`src/bcc_pkg.sv`:
```
// ----------------------------------------------------------------------------
// bcc_pkg
// Shared types and constants for the button click classifier.
// ----------------------------------------------------------------------------
package bcc_pkg;

   localparam int BUTTON_COUNT_DEF  = 8;
   localparam int COUNTER_WIDTH_DEF = 16;

   localparam int CFG_WIDTH    = 16;
   localparam int BUTTON_WIDTH = 3;
   localparam int CSR_ADDR_W   = 3;
   localparam int CSR_DATA_W   = 32;

   localparam logic [CFG_WIDTH-1:0] LONG_PRESS_RESET   = 16'd100;
   localparam logic [CFG_WIDTH-1:0] DOUBLE_CLICK_RESET = 16'd40;

   // register select is the word address bit
   localparam logic REG_LONG_PRESS   = 1'b0;
   localparam logic REG_DOUBLE_CLICK = 1'b1;

   typedef enum logic [1:0] {
      PH_IDLE     = 2'd0,
      PH_PRESSED  = 2'd1,
      PH_RELEASED = 2'd2
   } phase_type;

   typedef enum logic [1:0] {
      EV_SHORT  = 2'd0,
      EV_LONG   = 2'd1,
      EV_DOUBLE = 2'd2
   } event_kind_type;

   typedef struct packed {
      logic [CFG_WIDTH-1:0] long_press_ticks;
      logic [CFG_WIDTH-1:0] double_click_ticks;
   } cfg_type;

   typedef struct packed {
      event_kind_type          event_kind;
      logic [BUTTON_WIDTH-1:0] event_button;
   } result_type;

endpackage

```
`src/bcc_csr.sv`:
```
// ----------------------------------------------------------------------------
// bcc_csr
// Register file for the thresholds, written and read over the APB-style port.
// ----------------------------------------------------------------------------
module bcc_csr
   import bcc_pkg::*;
(
   input  logic                  clock,
   input  logic                  reset,
   input  logic                  csr_psel,
   input  logic                  csr_penable,
   input  logic                  csr_pwrite,
   input  logic [CSR_ADDR_W-1:0] csr_paddr,
   input  logic [CSR_DATA_W-1:0] csr_pwdata,
   output logic [CSR_DATA_W-1:0] csr_prdata,
   output logic                  csr_pready,
   output cfg_type               cfg
);

   logic [CFG_WIDTH-1:0] long_ff, long_in;
   logic [CFG_WIDTH-1:0] dbl_ff, dbl_in;
   logic                 wr_en;
   logic                 reg_sel;

   assign csr_pready = 1'b1;
   assign wr_en      = csr_psel && csr_penable && csr_pwrite && csr_pready;
   assign reg_sel    = csr_paddr[CSR_ADDR_W-1];

   always_comb begin
      long_in = long_ff;
      dbl_in  = dbl_ff;
      if (wr_en) begin
         case (reg_sel)
            REG_LONG_PRESS:   long_in = csr_pwdata[CFG_WIDTH-1:0];
            REG_DOUBLE_CLICK: dbl_in  = csr_pwdata[CFG_WIDTH-1:0];
            default: ;
         endcase
      end
   end

   always_ff @(posedge clock) begin
      if (reset) begin
         long_ff <= LONG_PRESS_RESET;
         dbl_ff  <= DOUBLE_CLICK_RESET;
      end else begin
         long_ff <= long_in;
         dbl_ff  <= dbl_in;
      end
   end

   always_comb begin
      case (reg_sel)
         REG_LONG_PRESS:   csr_prdata = CSR_DATA_W'(long_ff);
         REG_DOUBLE_CLICK: csr_prdata = CSR_DATA_W'(dbl_ff);
         default:          csr_prdata = '0;
      endcase
   end

   assign cfg.long_press_ticks   = long_ff;
   assign cfg.double_click_ticks = dbl_ff;

endmodule

```
`src/bcc_core.sv`:
```
// ----------------------------------------------------------------------------
// bcc_core
// Sample register and the per-tick phase and counter update.
// ----------------------------------------------------------------------------
module bcc_core
   import bcc_pkg::*;
#(
   parameter int BUTTON_COUNT  = BUTTON_COUNT_DEF,
   parameter int COUNTER_WIDTH = COUNTER_WIDTH_DEF
) (
   input  logic                    clock,
   input  logic                    reset,
   input  cfg_type                 cfg,
   input  logic                    in_valid,
   output logic                    in_ready,
   input  logic                    in_pressed,
   input  logic [BUTTON_WIDTH-1:0] in_button,
   input  logic                    out_full,
   output logic                    res_push,
   output result_type              res
);

   localparam int CMP_W = (COUNTER_WIDTH > CFG_WIDTH) ? COUNTER_WIDTH : CFG_WIDTH;
   localparam logic [COUNTER_WIDTH-1:0] CNT_MAX = {COUNTER_WIDTH{1'b1}};

   logic                     valid_ff, valid_in;
   logic                     pressed_ff;
   logic [BUTTON_WIDTH-1:0]  button_ff;
   logic                     advance;

   phase_type                phase_ff, phase_in;
   logic [COUNTER_WIDTH-1:0] press_ff, press_in;
   logic [COUNTER_WIDTH-1:0] since_ff, since_in;
   logic                     wait_ff, wait_in;
   logic [BUTTON_WIDTH-1:0]  held_ff, held_in;

   logic                     fire;
   event_kind_type           kind;
   logic                     is_short;
   logic [COUNTER_WIDTH-1:0] since_step;
   logic                     in_window;
   logic                     window_over;
   logic                     button_ok;

   assign advance  = valid_ff && !out_full;
   assign in_ready = !valid_ff || advance;
   assign valid_in = in_ready ? in_valid : valid_ff;

   always_ff @(posedge clock) begin
      if (reset) begin
         valid_ff <= 1'b0;
      end else begin
         valid_ff <= valid_in;
      end
   end

   always_ff @(posedge clock) begin
      if (in_valid && in_ready) begin
         pressed_ff <= in_pressed;
         button_ff  <= in_button;
      end
   end

   // window counter after this tick's step, before any restart
   assign since_step = (wait_ff && (since_ff != CNT_MAX)) ? since_ff + 1'b1 : since_ff;

   assign is_short  = CMP_W'(press_ff) < CMP_W'(cfg.long_press_ticks);
   assign button_ok = 32'(button_ff) < 32'(BUTTON_COUNT);
   assign in_window = CMP_W'(since_step) < CMP_W'(cfg.double_click_ticks);

   always_comb begin
      phase_in    = phase_ff;
      press_in    = press_ff;
      since_in    = since_ff;
      wait_in     = wait_ff;
      held_in     = held_ff;
      fire        = 1'b0;
      kind        = EV_SHORT;
      window_over = 1'b0;
      if (advance) begin
         since_in = since_step;
         case (phase_ff)
            PH_PRESSED: begin
               if (press_ff != CNT_MAX) begin
                  press_in = press_ff + 1'b1;
               end
               if (!pressed_ff) begin
                  phase_in = PH_RELEASED;
               end
            end
            PH_RELEASED: begin
               phase_in = PH_IDLE;
               if (is_short) begin
                  if (wait_ff && in_window) begin
                     wait_in = 1'b0;
                     fire    = 1'b1;
                     kind    = EV_DOUBLE;
                  end else begin
                     wait_in  = 1'b1;
                     since_in = '0;
                  end
               end else begin
                  wait_in = 1'b0;
                  fire    = 1'b1;
                  kind    = EV_LONG;
               end
            end
            default: begin
               phase_in = PH_IDLE;
               if (pressed_ff) begin
                  // the first click's button stays latched across a double click
                  if (wait_ff) begin
                     phase_in = PH_PRESSED;
                     press_in = '0;
                  end else if (button_ok) begin
                     held_in  = button_ff;
                     phase_in = PH_PRESSED;
                     press_in = '0;
                  end
               end
            end
         endcase
         window_over = CMP_W'(since_in) >= CMP_W'(cfg.double_click_ticks);
         // window ran out with one click pending
         if (!fire && wait_in && window_over) begin
            wait_in = 1'b0;
            fire    = 1'b1;
            kind    = EV_SHORT;
         end
      end
   end

   always_ff @(posedge clock) begin
      if (reset) begin
         phase_ff <= PH_IDLE;
         press_ff <= '0;
         since_ff <= '0;
         wait_ff  <= 1'b0;
         held_ff  <= '0;
      end else begin
         phase_ff <= phase_in;
         press_ff <= press_in;
         since_ff <= since_in;
         wait_ff  <= wait_in;
         held_ff  <= held_in;
      end
   end

   assign res_push         = fire;
   assign res.event_kind   = kind;
   assign res.event_button = held_in;

   a_fire_source: assert property (@(posedge clock) disable iff (reset)
      fire |-> (phase_ff == PH_RELEASED || wait_ff))
      else $error("event raised with no release and no pending click");

   a_fire_clears_wait: assert property (@(posedge clock) disable iff (reset)
      fire |=> !wait_ff)
      else $error("pending click survived a reported event");

   a_no_skip_pressed: assert property (@(posedge clock) disable iff (reset)
      (advance && phase_ff == PH_IDLE) |=> phase_ff != PH_RELEASED)
      else $error("idle went straight to released");

   a_hold_when_full: assert property (@(posedge clock) disable iff (reset)
      (valid_ff && out_full) |=> ($stable(phase_ff) && $stable(press_ff) && valid_ff))
      else $error("state moved while the result buffer was full");

endmodule

```
`src/bcc_out_buf.sv`:
```
// ----------------------------------------------------------------------------
// bcc_out_buf
// Two-entry result buffer that decouples the update stage from the consumer.
// ----------------------------------------------------------------------------
module bcc_out_buf
   import bcc_pkg::*;
(
   input  logic       clock,
   input  logic       reset,
   input  logic       push,
   input  result_type push_data,
   output logic       full,
   output logic       out_valid,
   input  logic       out_ready,
   output result_type out_data
);

   result_type entry_ff [2];
   logic       wr_ptr_ff, wr_ptr_in;
   logic       rd_ptr_ff, rd_ptr_in;
   logic [1:0] count_ff, count_in;
   logic       pop;

   assign full      = (count_ff == 2'd2);
   assign out_valid = (count_ff != 2'd0);
   assign pop       = out_valid && out_ready;
   assign out_data  = entry_ff[rd_ptr_ff];

   always_comb begin
      wr_ptr_in = push ? ~wr_ptr_ff : wr_ptr_ff;
      rd_ptr_in = pop ? ~rd_ptr_ff : rd_ptr_ff;
      count_in  = count_ff;
      if (push && !pop) begin
         count_in = count_ff + 2'd1;
      end else if (pop && !push) begin
         count_in = count_ff - 2'd1;
      end
   end

   always_ff @(posedge clock) begin
      if (reset) begin
         wr_ptr_ff <= 1'b0;
         rd_ptr_ff <= 1'b0;
         count_ff  <= 2'd0;
      end else begin
         wr_ptr_ff <= wr_ptr_in;
         rd_ptr_ff <= rd_ptr_in;
         count_ff  <= count_in;
      end
   end

   always_ff @(posedge clock) begin
      if (push) begin
         entry_ff[wr_ptr_ff] <= push_data;
      end
   end

   a_no_overflow: assert property (@(posedge clock) disable iff (reset)
      push |-> !full)
      else $error("result pushed into a full buffer");

   a_count_range: assert property (@(posedge clock) disable iff (reset)
      count_ff != 2'd3)
      else $error("result buffer count out of range");

endmodule

```
`src/button_click_classifier.sv`:
```
// ----------------------------------------------------------------------------
// button_click_classifier
// Classifies polled button samples into short press, long press and double
// click events.
// ----------------------------------------------------------------------------
//
//  port group  direction  contents
//  req_*       in         one button sample per request (level, button number)
//  rsp_*       out        one event (kind in tuser, button in tdata)
//  csr_*       in/out     long press threshold, double click window
//
//  a request is taken every cycle unless the result buffer is full; its event,
//  if any, passes through the sample register, then the result buffer.
//  the sample register and the two-entry result buffer absorb rsp stalls
//  without stopping req until the buffer fills.
//  reset is synchronous; it returns the thresholds to 100 and 40 ticks.
//
module button_click_classifier
   import bcc_pkg::*;
#(
   parameter int BUTTON_COUNT  = BUTTON_COUNT_DEF,
   parameter int COUNTER_WIDTH = COUNTER_WIDTH_DEF
) (
   input  logic                  clock,
   input  logic                  reset,
   input  logic                  req_tvalid,
   output logic                  req_tready,
   input  logic [7:0]            req_tdata,   // [0] pressed, [3:1] button
   output logic                  rsp_tvalid,
   input  logic                  rsp_tready,
   output logic [7:0]            rsp_tdata,   // [2:0] event_button
   output logic [1:0]            rsp_tuser,   // [1:0] event_kind
   input  logic                  csr_psel,
   input  logic                  csr_penable,
   input  logic                  csr_pwrite,
   input  logic [CSR_ADDR_W-1:0] csr_paddr,
   input  logic [CSR_DATA_W-1:0] csr_pwdata,
   output logic [CSR_DATA_W-1:0] csr_prdata,
   output logic                  csr_pready
);

   cfg_type    cfg;
   logic       res_push;
   result_type res;
   logic       buf_full;
   result_type rsp_res;

   bcc_csr u_csr (
      .clock       (clock),
      .reset       (reset),
      .csr_psel    (csr_psel),
      .csr_penable (csr_penable),
      .csr_pwrite  (csr_pwrite),
      .csr_paddr   (csr_paddr),
      .csr_pwdata  (csr_pwdata),
      .csr_prdata  (csr_prdata),
      .csr_pready  (csr_pready),
      .cfg         (cfg)
   );

   bcc_core #(
      .BUTTON_COUNT  (BUTTON_COUNT),
      .COUNTER_WIDTH (COUNTER_WIDTH)
   ) u_core (
      .clock      (clock),
      .reset      (reset),
      .cfg        (cfg),
      .in_valid   (req_tvalid),
      .in_ready   (req_tready),
      .in_pressed (req_tdata[0]),
      .in_button  (req_tdata[BUTTON_WIDTH:1]),
      .out_full   (buf_full),
      .res_push   (res_push),
      .res        (res)
   );

   bcc_out_buf u_out_buf (
      .clock     (clock),
      .reset     (reset),
      .push      (res_push),
      .push_data (res),
      .full      (buf_full),
      .out_valid (rsp_tvalid),
      .out_ready (rsp_tready),
      .out_data  (rsp_res)
   );

   assign rsp_tdata = 8'(rsp_res.event_button);
   assign rsp_tuser = rsp_res.event_kind;

endmodule

```
`config.mk`:
```
export PLATFORM = sky130hd
export DESIGN_NAME = button_click_classifier
export DESIGN_NICKNAME = d
export VERILOG_FILES = /design/src/bcc_pkg.sv /design/src/bcc_csr.sv /design/src/bcc_core.sv /design/src/bcc_out_buf.sv /design/src/button_click_classifier.sv
export SDC_FILE = /design/constraint.sdc
export NUM_CORES = 1
export LEC_CHECK = 0
export ABC_AREA = 1
export BUFFER_PORTS_ARGS = -buffer_cell sky130_fd_sc_hd__buf_4
export CAP_MARGIN = 20
export CORE_ASPECT_RATIO = 2
export CORE_MARGIN = 10
export CORE_UTILIZATION = 45
export CTS_CLUSTER_DIAMETER = 50
export DETAILED_ROUTE_END_ITERATION = 8
export GPL_TIMING_DRIVEN = 0
export PLACE_DENSITY = 0.76
export SKIP_CTS_REPAIR_TIMING = 1
export SKIP_LAST_GASP = 1
export SLEW_MARGIN = 15
export SYNTH_ARGS = -nofsm -noshare
export SYNTH_HDL_FRONTEND = slang
export SYNTH_SLANG_ARGS = --single-unit
```
`constraint.sdc`:
```
create_clock -name clock -period 14.4 [get_ports clock]
set_clock_uncertainty 0.1 [all_clocks]
set_input_delay 1.44 -clock clock [delete_from_list [all_inputs] [get_ports clock]]
set_output_delay 1.44 -clock clock [all_outputs]
set_load 0.01 [all_outputs]
```
==> results of run 1 <==
==> cell type report <==
class	instances	area [um2]	share of cell area, %
multi-input combinational	476	2810	44.8
clock inverter	7	100	1.59
timing repair buffer	49	368	5.85
inverter	106	398	6.33
clock buffer	9	225	3.58
buffer	41	258	4.10
tap	145	181	2.89
sequential	90	1940	30.9
==> through the flow <==
stage	hold WS, ns	std cells	util, %	total power (W)	area (um2)
finish	0.371	923	53.7	0.000750	6280
detailed placement	0.364	907	50.9	0.000495	5960
CTS	0.374	923	53.7	0.000751	6280
global route	0.391	923	53.7	0.000792	6280
floorplan	0.338	713	-	0.000436	5410
global placement	0.357	907	50.9	0.000491	5960
==> worst paths after layout <==
check	from	endpoint	slack (ns)
max reg2reg	u_core.since_ff[0]$_SDFFE_PP0P_	u_out_buf.count_ff[1]$_SDFFE_PP0P_	7.89
min reg2reg	u_core.press_ff[4]$_SDFFE_PP0P_	u_core.press_ff[4]$_SDFFE_PP0P_	0.37
max	u_core.since_ff[0]$_SDFFE_PP0P_	u_out_buf.count_ff[1]$_SDFFE_PP0P_	7.89
min	u_core.press_ff[4]$_SDFFE_PP0P_	u_core.press_ff[4]$_SDFFE_PP0P_	0.37
==> kinds of logic after synthesis <==
family                     share of synthesized area, %
DFF                                                36.4
other                                             0.141
muxes                                              1.06
AOI/OAI and AO/OA                                  19.1
xor gates and xnor gates                           2.30
and+or+nand+nor                                    16.7
adders and majority gates                          12.0
buffers and inverters                              12.3
==> registers in the layout, indices dropped and copies added, names as in the netlist, named ones only <==
name / count
u_core.held_ff: 3
u_csr.long_ff: 16
u_out_buf.rd_ptr_ff: 1
u_csr.dbl_ff: 16
u_core.phase_ff: 2
u_core.since_ff: 16
u_out_buf.entry_ff: 10
u_out_buf.wr_ptr_ff: 1
u_core.wait_ff: 1
u_core.button_ff: 3
u_core.press_ff: 16
u_core.valid_ff: 1
u_out_buf.count_ff: 2
u_core.pressed_ff: 1
==> critical path, delay by kind of cell (launching register included) <==
kind	cells	cell delay [ns]
AOI/OAI and AO/OA	13	2.52
and+or+nand+nor	13	1.81
adders and majority gates	4	1.05
DFF	1	0.36
buffers and inverters	4	0.36
xor gates and xnor gates	1	0.16
==> report_power, final <==
group / switching [W] / internal [W]
clock: 0.000104 / 0.000153
sequential: 0.0000172 / 0.000278
combinational: 0.000117 / 0.0000798
total: 0.000239 / 0.000511
==> layer usage <==
metal,track usage (%),vias to the layer above
li1,-,2424
met1,13.1,2133
met2,31.5,118
met3,3.18,46
met4,11.5,0
met5,0,-
==> Yosys cell counts, drive strengths merged, types with 3 or more instances <==
library cell	n	area [um2]
clkbuf	16	70.1
a21oi	89	457
nor3	14	70.1
buf	25	188
a211oi	4	30.0
nor4	3	25.0
nand2	109	442
nor2	37	159
xor2	8	70.1
dfxtp	76	1520
xnor2	6	52.6
mux2	5	56.3
nand3	19	113
inv	105	394
nand4	7	43.8
edfxtp	14	420
o21ai	88	459
ha	51	638
==> metrics.md, run 1 <==
| Metric | Value |
|---|---|
| Cell Area, Synth | roughly 0.0053 mm2 |
| CTS buffer count | 9 |
| Setup TNS | 0 ns |
| FF-to-FF path depth | 35 |
| Critical path startpoint category | register |
| Place WS | 8.05 ns |
| Filler Cells Inserted | 1076 |
| Min cycle time layout | 6.51 ns |
| Total of max-cap violations | 0 |
| Vias post-DR | around 4700 |
| Worst slew margin | between 40% and 50% |
| DP HPWL | ~11000 um |
| Drt via density | 5.11 |
| CTS clk-pin slew, worst paths | 0.07 ns |
| Pin count of the biggest net entering global routing | 17 |
| Yosys reg bits | 90 |
| Final Cycle Share | between 40 and 50% |
| Residual DRC | 0 |
| Final setup vio count | 0 |
| RSZ-0062 raised after global routing | false |
| Final Hold Vio Count | 0 |
| Clock Latency Late Sink | 0.35 ns |
| DRT iter0 DRCs | 190 |
| Max-slew violation count | 0 |
| Worst path max stage delay | 0.72 ns |
| Starting Density | between 40% and 50% |
| Most used DFF post-synth | dfxtp_1 |
| Most common cell after layout, fill and taps aside | inv_1 |
| Pwr dens | 119 mW/mm2 |
| Vias in the first global route | 4849 |
| YS warnings | 0 |
| Die area | ~0.017 mm2 |
| Hold depth | 2 |
| Total grt overflow | 0 |
| CTS tree | yes |
| Antenna cell count | 0 |
| Required @ worst endpoint | ~15 ns |
| Cells after Synth | 693 |
| Wire per inst | 14.8 um |
| Clock root buffer | clkbuf_16 |
| Top Metal Used | met4 |
| Row count | 56 |
| Die height | 174 um |
| Port Buf Inserts | 49 |
| Most frequent cells in the layout | 102 x inv_1, 100 x nand2_1, 88 x a21oi_1 |
| Most used cell, CP | nand2_1 |
| Worst slew pin tran | 0.803 ns |
| Peak Freq | 154 MHz |
| Max Fanout on Critical Path | 10 |
| Layout cells sized above 1 | 15.9% |
| Slowest CP cell | a2111oi_0 |
| Data arrival, critical path | 6.64 ns |
| Fin nets | 874 |
| Total global-route track usage | 15.8% |
| Syn Area/Cell | 7.70 um2 |
| VDD IR max | 0.104 mV |
| Area delta synth->final | 17.8% |
| Register area share after synthesis | 36.4% |
| Fin worst setup slack | roughly 7.9 ns |
| Hold Path Class | reg2reg |
| Remaining antenna violation count | 0 |
| H-tree lvl count | 3 |
| Gp weighted congestion | 0.903 |
| Metal3 WL | 642 um |
| Number of synthesized flops with an enable pin | 14 |
| Initial antenna violation count | 0 |
| CORE AREA | between 0.01 and 0.015 mm2 |
| Setup Crit Path Kind | reg2reg |
| Netlist cell types | 47 |
| 1st-pass router iterations | 4 |
| Met1 Wirelength | ~4500 um |
| WL met2 | 7660 um |
| Clk sinks | 90 |
| Status | finished, final reports clean |
| Asr flop ratio synth | 0% |
| Clock buffer depth | 2 |
| CP endpoint kind | register |
| Pleak | roughly 2.9 nW |
| Routed WL | approximately 14000 um |
| DIE WIDTH | slightly below 100 um |
| I/O Pins | 95 |
| Wire length of the first global-routing pass | about 22000 um |
(Power assumes the default switching activity.)
==> run 2: changes to the inputs <==
PLACE_DENSITY = 0.78   (was 0.76)
clock period = 5.8 ns   (was 14.4 ns; I/O delays follow)
==> run 2 against run 1 <==
Effect of this change: clock power increased to 2.6 times the previous value; sequential share of layout area decreased by 0.72 points; worst setup slack got worse by 7.7 ns; fmax increased by 16%; critical path type unchanged.
==> metrics.md, run 2 (synthesis results as in run 1) <==
| Metric | Value |
|---|---|
| Slowest CP cell | a2111oi_4 |
| Area delta synth->final | 20.8% |
| Total of max-cap violations | 0 (unchanged) |
| Most common cell after layout, fill and taps aside | inv_1 |
| Critical path launch point | u_core.since_ff[0]$_SDFFE_PP0P_ |
| Die height | 174 um (unchanged) |
| Required @ worst endpoint | 5.93 ns (-8.61 ns) |
| Status | finished, final reports clean |
| CTS buffer count | 9 (unchanged) |
| Final Cycle Share | 96.4% (+51 points) |
| Pin count of the biggest net entering global routing | 17 (unchanged) |
| Initial antenna violation count | 0 (unchanged) |
| Data arrival, critical path | 5.72 ns (-0.92 ns) |
| FF-to-FF path depth | 33 (-5.7%) |
| Pwr dens | 305 mW/mm2 (+160%) |
| Total global-route track usage | 15.4% (-0.47 points) |
| Gp weighted congestion | 0.862 (-4.5%) |
| VDD IR max | 0.240 mV (+130%) |
| Row count | 56 (unchanged) |
| Pleak | 2.99 nW (+1.7%) |
| H-tree lvl count | 3 (unchanged) |
| Port Buf Inserts | 49 (unchanged) |
| CTS tree | yes |
| Worst path max stage delay | 0.48 ns (-0.24 ns) |
| Clk sinks | 90 (unchanged) |
| Worst setup endpoint | u_out_buf.count_ff[1]$_SDFFE_PP0P_ |
| Min cycle time layout | 5.59 ns (-0.918 ns) |
| Setup TNS | 0 ns (unchanged) |
| Max Fanout on Critical Path | 5 (-5) |
| Clock root buffer | clkbuf_16 |
| Worst slew pin tran | 0.655 ns (-0.148 ns) |
| Wire length of the first global-routing pass | 21500 um (-2.0%) |
| Clock buffer depth | 2 (unchanged) |
| Starting Density | 45.6% (unchanged) |
| Fin nets | 878 (+0.46%) |
| DIE WIDTH | 97.0 um (unchanged) |
| Worst slew margin | 55.9% (+11 points) |
| Max-slew violation count | 0 (unchanged) |
| DP HPWL | 11200 um (+1.1%) |
| Routed WL | 13800 um (+1.1%) |
| CP endpoint kind | register |
| Hold Path Class | in2reg |
| Setup Crit Path Kind | reg2reg |
| Layout cells sized above 1 | 17.8% (+1.8 points) |
| Vias post-DR | 4790 (+1.5%) |
| Most frequent cells in the layout | 102 x inv_1, 99 x nand2_1, 88 x a21oi_1 |
| Remaining antenna violation count | 0 (unchanged) |
| Antenna cell count | 0 (unchanged) |
| CTS clk-pin slew, worst paths | 0.07 ns (about the same) |
| Vias in the first global route | 4777 (-1.5%) |
| CORE AREA | 0.0117 mm2 (unchanged) |
| R2R Setup Slk | 0.21 ns (-7.68 ns) |
| Residual DRC | 0 (unchanged) |
| Peak Freq | 179 MHz (+16%) |
| Wire per inst | 14.9 um (+0.64%) |
| I/O Pins | 95 (unchanged) |
| Total grt overflow | 0 (unchanged) |
| Final Hold Vio Count | 0 (unchanged) |
| RR Startpoint | u_core.since_ff[0]$_SDFFE_PP0P_ |
| Drt via density | 5.17 (+1.0%) |
| 1st-pass router iterations | 5 (+1) |
| Die area | 0.0169 mm2 (unchanged) |
| Crit Reg-Reg Endpoint | u_out_buf.count_ff[1]$_SDFFE_PP0P_ |
| Critical path startpoint category | register |
| DRT iter0 DRCs | 221 (+16%) |
| Clock Latency Late Sink | 0.35 ns (about the same) |
| Final hold slack | 0.308 ns (-0.0623 ns) |
| Final setup vio count | 0 (unchanged) |
run 2: changes by cell type in the layout (fill, tap and decap cells not counted), sizes merged:
cell,previous run,this run
buf,74,78
bufinv,2,3
clkinv,1,2
clkinvlp,3,1
run 2: cell type report:
class	count	area [um2]
clock buffers	9	225
plain buffers	41	258
multi-input cells	476	2900
fillers	1043	5260
clock inverters	7	124
inverters	106	398
flip-flops and latches	90	1940
repair buffers	53	410
well taps	145	181
run 2: worst min path at each step:
stage,depth (start not counted),to,start
6_report,1,u_core.button_ff[0]$_DFFE_PP_,req_tdata[1]
5_1_grt,1,u_core.button_ff[2]$_DFFE_PP_,req_tdata[3]
2_1_floorplan,2,u_core.press_ff[4]$_SDFFE_PP0P_,u_core.press_ff[4]$_SDFFE_PP0P_
3_3_place_gp,2,u_out_buf.rd_ptr_ff$_SDFFE_PP0P_,u_out_buf.rd_ptr_ff$_SDFFE_PP0P_
4_1_cts,1,u_core.button_ff[2]$_DFFE_PP_,req_tdata[3]
3_5_place_dp,2,u_core.press_ff[4]$_SDFFE_PP0P_,u_core.press_ff[4]$_SDFFE_PP0P_
run 2: routing by layer:
metal  global-route usage, %  share of wire (%)  vias to the layer above
met1                    12.9                 34                     2186
li1                        -                  -                     2434
met2                    31.0                 56                      128
met3                    2.70                3.9                       42
met4                    10.3                5.9                        0
met5                       0                  0                        -
run 2: power breakdown:
part           switching (W)  internal, W
Clock               0.000256     0.000425
Combinational       0.000326     0.000225
Sequential         0.0000430     0.000690
Total               0.000624      0.00134
run 2: critical path, delay by kind of cell, from the launching register on:
| kind | cells | cell delay, ns |
|---|---|---|
| simple gates | 12 | 1.26 |
| buf+inv | 5 | 0.46 |
| flops | 1 | 0.35 |
| compound gates | 11 | 2.04 |
| fa+ha+maj | 4 | 1.03 |
| xor+xnor | 1 | 0.21 |
run 2: metrics by stage:
| stage | instances | power, W | area (um2) | worst slack (ns) | util [%] |
|---|---|---|---|---|---|
| 5_1_grt | 927 | 0.00206 | 6440 | -0.0893 | 55.1 |
| 6_report | 927 | 0.00196 | 6440 | 0.211 | 55.1 |
| 2_1_floorplan | 713 | 0.00108 | 5410 | 0.501 | - |
| 4_1_cts | 923 | 0.00191 | 6310 | -0.716 | 53.9 |
| 3_5_place_dp | 907 | 0.00123 | 5960 | -0.672 | 50.9 |
| 3_3_place_gp | 907 | 0.00122 | 5960 | -0.586 | 50.9 |
==> run 3: changes to the inputs <==
CELL_PAD_IN_SITES_DETAIL_PLACEMENT = 1   (was not set)
CELL_PAD_IN_SITES_GLOBAL_PLACEMENT = 2   (was not set)
CORE_UTILIZATION = 29   (was 45)
GPL_TIMING_DRIVEN = not set   (was 0)
PLACE_DENSITY = 0.85   (was 0.78)
==> run 3 against run 2 <==
Effect of this change: final cell count rose by 7.2%; first-iteration DRC count shrank 30%; critical path depth is 5 higher; sequential share of layout area is 0.45 points lower; combinational power grew 12%; sequential power hardly changed; flip-flop and latch count stayed put; die area rose by 45%; clock power is 17% lower; cell area grew 1.6%; register-to-register slack gained 0.08 ns; largest power group unchanged.
==> metrics.md, run 3 (synthesis results as in run 1) <==
| Metric | Value |
|---|---|
| Most common cell after layout, fill and taps aside | inv_1 |
| Place WS | -0.130 ns (+0.542 ns) |
| Wire length of the first global-routing pass | 26100 um (+21%) |
| DP Cell Count | 977 (+7.7%) |
| Wire per inst | 16.6 um (+11%) |
| Final instance area | 0.00654 mm2 (+1.6%) |
| Vias post-DR | 4824 (+0.71%) |
| Buffers & Inverters on Critical Path | 7 (+2) |
| DIE WIDTH | 116 um (+20%) |
| Peak Freq | 182 MHz (+1.5%) |
| Routed WL | 16500 um (+19%) |
| Fin worst setup slack | 0.292 ns (+0.0813 ns) |
| Setup TNS | 0 ns (unchanged) |
| Die height | 212 um (+22%) |
| Delay-heaviest family, CP | compound AO/OA/AOI/OAI gates |
| Worst path max stage delay | 0.39 ns (-0.09 ns) |
| Worst slew margin | 41.5% (-14 points) |
| Pleak | 2.98 nW (-0.62%) |
| Gp weighted congestion | 0.828 (-4.0%) |
| Fin nets | 874 (-0.46%) |
| Min cycle time layout | 5.51 ns (-0.0813 ns) |
| 1st-pass router iterations | 4 (-1) |
| Port Buf Inserts | 50 (+2.0%) |
| Most used cell, CP | nand2_1 |
| Clock root buffer | clkbuf_16 |
| Area delta synth->final | 22.7% |
| Remaining antenna violation count | 0 (unchanged) |
| VDD IR max | 0.120 mV (-50%) |
| FF-to-FF path depth | 38 (+15%) |
| Vias in the first global route | 5310 (+11%) |
| Starting Density | 29.3% (-16 points) |
| Row count | 70 (+25%) |
| DRT iter0 DRCs | 154 (-30%) |
| Critical path depth | 38 (+15%) |
| RSZ-0062 raised after global routing | true |
| Drt via density | 4.85 (-6.1%) |
| Final setup vio count | 0 (unchanged) |
| Max Fanout on Critical Path | 8 (+3) |
| Pin count of the biggest net entering global routing | 35 (+18) |
| Most frequent cells in the layout | 101 x inv_1, 98 x nand2_1, 88 x buf_4 |
| Power, Total | 0.00191 W (-2.7%) |
| Clock Latency Late Sink | 0.35 ns (about the same) |
| CTS tree | yes |
| Status | finished, final reports clean |
| Total global-route track usage | 13.8% (-1.6 points) |
| I/O Pins | 95 (unchanged) |
| Die area | 0.0246 mm2 (+45%) |
| Required @ worst endpoint | 5.94 ns (about the same) |
| Residual DRC | 0 (unchanged) |
| Initial antenna violation count | 0 (unchanged) |
| Clock buffer depth | 2 (unchanged) |
| Worst slew pin tran | 0.877 ns (+0.222 ns) |
| Placement Cell Area | 0.00609 mm2 (+2.2%) |
| Layout cells sized above 1 | 21.6% (+3.8 points) |
| CP endpoint kind | register |
| H-tree lvl count | 3 (unchanged) |
| Final Non-Filler Cells | 994 (+7.2%) |
| Hold depth | 1 (unchanged) |
| CTS clk-pin slew, worst paths | 0.07 ns (about the same) |
| Setup Crit Path Kind | reg2reg |
| Pwr dens | 292 mW/mm2 (-4.2%) |
| CORE AREA | 0.0182 mm2 (+56%) |
| Hold Path Class | in2reg |
| Total of max-cap violations | 0 (unchanged) |
| CTS buffer count | 9 (unchanged) |
| Slowest CP cell | a2111oi_4 |
| Max-slew violation count | 0 (unchanged) |
| Clk sinks | 90 (unchanged) |
| Total grt overflow | 0 (unchanged) |
| Critical path startpoint category | register |
| DP HPWL | 13300 um (+19%) |
| Final Cycle Share | 95.0% (-1.4 points) |
| Final Hold Vio Count | 0 (unchanged) |
| Filler Cells Inserted | 2246 (+120%) |
| Data arrival, critical path | 5.65 ns (-0.07 ns) |
| Antenna cell count | 0 (unchanged) |
[run 3: stage by stage]
step           util, %  hold WS (ns)
4_1_cts           35.0         0.291
3_5_place_dp      33.4         0.376
2_1_floorplan        -         0.338
6_report          35.9         0.302
5_1_grt           35.9         0.289
3_3_place_gp      33.4         0.358
[run 3: metal layers]
metal  global-route usage [%]  wire (um)
met4                     5.55        466
met2                     28.5       9830
met5                        0          0
met3                     2.04        382
met1                     12.4       5780
[run 3: area by class of cell]
type / count / area, um2 / share of cell area (%)
Multi-Input combinational cell: 476 / 2970 / 45.4
Sequential cell: 90 / 1950 / 29.7
Timing Repair Buffer: 90 / 683 / 10.4
Inverter: 106 / 398 / 6.08
Tap cell: 216 / 270 / 4.13
Clock buffer: 9 / 225 / 3.44
Clock inverter: 7 / 51.3 / 0.784
[run 3: final timing paths]
check | start | to | slack, ns
hold / removal | req_tdata[1] | u_core.button_ff[0]$_DFFE_PP_ | 0.30
setup / recovery | u_core.since_ff[1]$_SDFFE_PP0P_ | u_out_buf.count_ff[1]$_SDFFE_PP0P_ | 0.29
hold reg to reg | u_core.press_ff[4]$_SDFFE_PP0P_ | u_core.press_ff[4]$_SDFFE_PP0P_ | 0.38
setup reg to reg | u_core.since_ff[1]$_SDFFE_PP0P_ | u_out_buf.count_ff[1]$_SDFFE_PP0P_ | 0.29
[run 3: report_power, final]
part           total [W]  switching (W)  internal (W)
Clock           0.000563       0.000269      0.000294
Sequential      0.000731      0.0000410      0.000690
Combinational   0.000616       0.000349      0.000267
Total            0.00191       0.000660       0.00125
